`src/hdl/bpt_pkg.sv`:
```
// ----------------------------------------------------------------------------
// bpt_pkg
// Shared types and constants for the beacon presence tracker.
// ----------------------------------------------------------------------------
`default_nettype none
package bpt_pkg;

  localparam int NUM_ENTRIES_DEF = 32;
  localparam int ADDR_W          = 50;
  localparam int TIME_W          = 32;
  localparam int MAX_OUT         = 32;
  localparam int CNT_W           = 6;
  localparam logic [CNT_W-1:0] COUNT_CAP = 6'd63;

  typedef enum logic [1:0] {
    CMD_SIGHT  = 2'd0,
    CMD_PERIOD = 2'd1,
    CMD_REPORT = 2'd2,
    CMD_NONE   = 2'd3
  } cmd_t;

  typedef enum logic [1:0] {
    KIND_SIGHT  = 2'd0,
    KIND_PERIOD = 2'd1,
    KIND_ENTRY  = 2'd2,
    KIND_EMPTY  = 2'd3
  } kind_t;

  typedef enum logic [0:0] {
    CFG_MIN_REPORTS = 1'b0,
    CFG_MIN_OBS     = 1'b1
  } cfg_idx_t;

  typedef struct packed {
    logic [1:0]        command;
    logic [ADDR_W-1:0] addr;
    logic [7:0]        rssi;
    logic [7:0]        status;
    logic [1:0]        battery;
    logic [TIME_W-1:0] now;
  } item_t;

  typedef struct packed {
    logic [1:0]        kind;
    logic [4:0]        index;
    logic [ADDR_W-1:0] addr;
    logic [7:0]        rssi;
    logic [1:0]        battery;
    logic [7:0]        status;
    logic [7:0]        rcount;
    logic [TIME_W-1:0] observed;
    logic              following;
    logic [CNT_W-1:0]  nearby;
    logic [CNT_W-1:0]  follow_cnt;
    logic              last;
  } result_t;

endpackage
`default_nettype wire

```
`src/hdl/bpt_front.sv`:
```
// ----------------------------------------------------------------------------
// bpt_front
// Input stage: drops unknown commands and queues items for the table engine.
// ----------------------------------------------------------------------------
`default_nettype none
module bpt_front (
  input  wire logic           clk,
  input  wire logic           rst_n,
  input  wire logic           push,
  input  bpt_pkg::item_t      item,
  output logic                full,
  output logic                q_valid,
  output bpt_pkg::item_t      q_item,
  input  wire logic           q_take
);
  import bpt_pkg::*;

  item_t      buf_r [2];
  logic [1:0] cnt_r, cnt_nxt;
  logic       rd_r, rd_nxt, wr_r, wr_nxt;
  logic       acc, keep;

  assign full    = (cnt_r == 2'd2);
  assign acc     = push && !full;
  assign keep    = acc && (item.command != CMD_NONE);
  assign q_valid = (cnt_r != 2'd0);
  assign q_item  = buf_r[rd_r];

  always_comb begin
    cnt_nxt = cnt_r;
    rd_nxt  = rd_r;
    wr_nxt  = wr_r;
    if (keep) begin
      wr_nxt = ~wr_r;
    end
    if (q_take && q_valid) begin
      rd_nxt = ~rd_r;
    end
    cnt_nxt = cnt_r + {1'b0, keep} - {1'b0, q_take && q_valid};
  end

  always_ff @(posedge clk) begin
    if (!rst_n) begin
      cnt_r <= '0;
      rd_r  <= 1'b0;
      wr_r  <= 1'b0;
    end else begin
      cnt_r <= cnt_nxt;
      rd_r  <= rd_nxt;
      wr_r  <= wr_nxt;
    end
    if (keep) begin
      buf_r[wr_r] <= item;
    end
  end

endmodule
`default_nettype wire

```
`config.mk`:
```
export PLATFORM = sky130hd
export DESIGN_NAME = bpt_front
export DESIGN_NICKNAME = d
export VERILOG_FILES = /design/src/hdl/bpt_pkg.sv /design/src/hdl/bpt_front.sv
export SDC_FILE = /design/constraint.sdc
export NUM_CORES = 1
export LEC_CHECK = 0
export BUFFER_PORTS_ARGS = -buffer_cell sky130_fd_sc_hd__buf_4
export CAP_MARGIN = 20
export CORE_UTILIZATION = 37
export CTS_CLUSTER_DIAMETER = 80
export DETAILED_ROUTE_END_ITERATION = 7
export GPL_TIMING_DRIVEN = 0
export PLACE_DENSITY = 0.61
export SETUP_SLACK_MARGIN = 0.15
export SYNTH_ARGS = -nofsm -noshare
export SYNTH_HDL_FRONTEND = slang
export SYNTH_SLANG_ARGS = --single-unit
```
`constraint.sdc`:
```
create_clock -name clk -period 17.49 [get_ports clk]
set_input_delay 1.749 -clock clk [delete_from_list [all_inputs] [get_ports clk]]
set_output_delay 1.749 -clock clk [all_outputs]
set_load 0.05 [all_outputs]
```
==> flow_summary.json <==
{
  "outcome": "completed",
  "finalInstanceArea_sq_um": 10450,
  "multi_input_area_sq_um": 1305,
  "io_buffers": 209,
  "path_clk_slew_ns": 0.05,
  "grt_antenna_before_repair": 0,
  "clock_latency_ns": 0.49,
  "p_int_mw": 1.083,
  "syn_nets": 450,
  "post-route-period-util_pct": 23.49,
  "max_freq_ghz": 0.2434,
  "ios": 210,
  "grt-ovfl-total": 0,
  "wl_mm": 14.70,
  "cp.arrival_ns": 2.36,
  "tightest_slew_ns": 0.6899,
  "gp_congestion": 0.7308,
  "cp.required_ns": 15.74,
  "rsz0062_at_grt": "no",
  "cts_max_level": 1,
  "drv_cap": 0,
  "synth_top_area_share_pct": 80.74,
  "cp_max_fo": 10,
  "cp_slowest_cell": "clkbuf_1",
  "tns_ns": 0,
  "grt_max_degree": 14,
  "initial_core_util_pct": 37.62,
  "pwr-share-comb_pct": 35.5,
  "slowest_delay_ns": 0.54,
  "track_usage_pct": 13.95,
  "ctsResizeCount": 0,
  "cts_buffers": 23,
  "area_growth_pct": 37.73,
  "wl_per_cell_um": 16.68,
  "vias": 3991,
  "dpl_cell_area_sq_um": 9752,
  "drive_above_1_share_pct": 61.54,
  "startpoint_type": "flip-flop",
  "fin_skew_ns": 0.008987,
  "power_density_nw_per_um2": 158.2,
  "p_leak_nw": 3.890,
  "design.core.area_sq_um": 20170,
  "grt_pass1_vias": 4430,
  "cts_setup_buffers": 0,
  "syn_avg_cell_area_sq_um": 22.12,
  "r2r_slack_ns": 15.22,
  "ctsHoldBuffers": 0,
  "fp.dieH_um": 145.2,
  "p_switching_uw": 570.2,
  "fp.dieW_um": 145.2,
  "cp_cell_sequence": "clkbuf_1 > buf_2 > mux2_2 > buf_4",
  "seq_power_share_pct": 37.6,
  "num_rows": 52,
  "p_sw_share_pct": 34.50,
  "hold_viol_final": 0,
  "worstHoldPathType": "flip-flop to flip-flop",
  "ys_seq_area_share_pct": 82.06,
  "route.detailed.drc": 0,
  "critPathKind": "flip-flop to output port",
  "cts.sinks": 209,
  "cp-end-kind": "output port",
  "ys_top_cells_by_area": "edfxtp_1 81%, mux2_2 15%, dfxtp_1 1.3%, buf_2 0.53%, o21a_1 0.30%",
  "postRouteAntennaNets": 0,
  "grt_pass1_wl_mm": 23.34,
  "yosysTopAreaCell": "edfxtp_1",
  "max_slew_margin_pct": 54.01,
  "slew_viol_final": 0,
  "min_period_ns": 4.108,
  "ctsLongestPathBuffers": 3,
  "pwr-share-clk_pct": 27.0,
  "layout.area.seq_sq_um": 6226,
  "final_util_pct": 51.81,
  "ys_seq_elements": 209,
  "first_pass_iters": 4,
  "ys_types": 21,
  "dp_hpwl_mm": 10.71,
  "fillCellCount": 1681,
  "n_antenna_cell": 0,
  "nets": 705,
  "peakVddDrop_mv": 0.08301,
  "synth_cells": 343,
  "root_buffer": "clkbuf_16",
  "yosys_warnings": 0,
  "die-area_sq_um": 21080,
  "viasPerCell": 4.530,
  "setup_viol": 0,
  "drt-initial-drc-count": 91,
  "cts_tree": "yes",
  "synth_area_sq_um": 7587
}
[critical path: cells and delay by family, from the launching register on]
kind                   cells  cell delay (ns)
muxes                      1             0.38
DFF                        1             0.34
buffers and inverters      3             1.13
[final timing paths]
check | start | to | cells past startpoint
worst max register to register | cnt_r[1] | buf_r[0][61] | 7
worst min register to register | rd_r | flip-flop | 2
worst min-delay path | rd_r | flip-flop | 2
worst max-delay path | flip-flop | q_item[95] | 4
[per-layer routing]
metal | GRT usage (%) | vias up | part of all wire [%]
met5 | 0 | - | 0
met4 | 4.526 | 0 | 3.0
met3 | 4.245 | 29 | 7.0
met2 | 24.42 | 143 | 51
met1 | 16.29 | 1945 | 40
li1 | - | 1874 | -
[sequential cells by signal, indices dropped and copies added (netlist names), named ones only]
register,cells
buf_r,204
rd_r,1
cnt_r,2
wr_r,1
[layout make-up]
type / count / share of cell area [%]
Timing Repair Buffer: 230 / 17.39
Buffer: 12 / 0.5987
Sequential cell: 209 / 59.58
Clock inverter: 11 / 1.030
Inverter: 1 / 0.03592
Tap cell: 270 / 3.233
Clock buffer: 27 / 5.651
Multi-Input combinational cell: 121 / 12.49
[power groups by stage]
stage / combinational [mW] / clock [mW] / sequential (mW)
after floorplan: 0.409 / 0 / 0.642
after global routing: 0.614 / 0.478 / 0.626
after CTS: 0.595 / 0.463 / 0.622
final: 0.586 / 0.446 / 0.621
after global placement: 0.571 / 0 / 0.652
after detailed placement: 0.593 / 0 / 0.632
[layout by cell type, fill, tap and decap left out, types with 4 or more instances in the layout]
cell / instances
edfxtp_1: 204
clkbuf_16: 23
mux2_2: 102
buf_6: 17
buf_4: 210
buf_8: 4
clkbuf_1: 7
clkinv_1: 4
dfxtp_1: 5
buf_2: 8
[per-stage QoR]
stage	hold slack, ns	std cells	total power, mW	setup slack (ns)
2_1_floorplan	0.5040	343	1.051	7.389
3_3_place_gp	0.5248	822	1.224	3.028
3_5_place_dp	0.5358	843	1.225	13.66
4_1_cts	0.5521	881	1.679	13.24
5_1_grt	0.5730	881	1.718	13.17
6_report	0.5415	881	1.653	13.38
[logic make-up after synthesis]
family | synth area share, %
XOR/XNOR | 0.2309
adder cells (fa/ha/maj) | 0.1649
multiplexers | 15.14
AND/OR/NAND/NOR | 0.9400
buffers and inverters | 0.8740
flip-flops | 82.06
AO/OA/AOI/OAI | 0.5936
[cells in the mapped netlist]
master,n
inv_1,1
or4_1,1
edfxtp_1,204
nor3_1,1
dfxtp_1,5
xnor2_1,2
buf_6,1
nor2b_1,2
ha_1,1
a21bo_2,1
buf_2,8
o21ai_0,1
clkbuf_1,3
or2_2,1
mux2_2,102
nor2b_4,1
o21a_1,3
nor3b_1,1
and3_1,2
or3_1,1
o31ai_1,1
No activity file was read; power rests on OpenSTA's default activity.
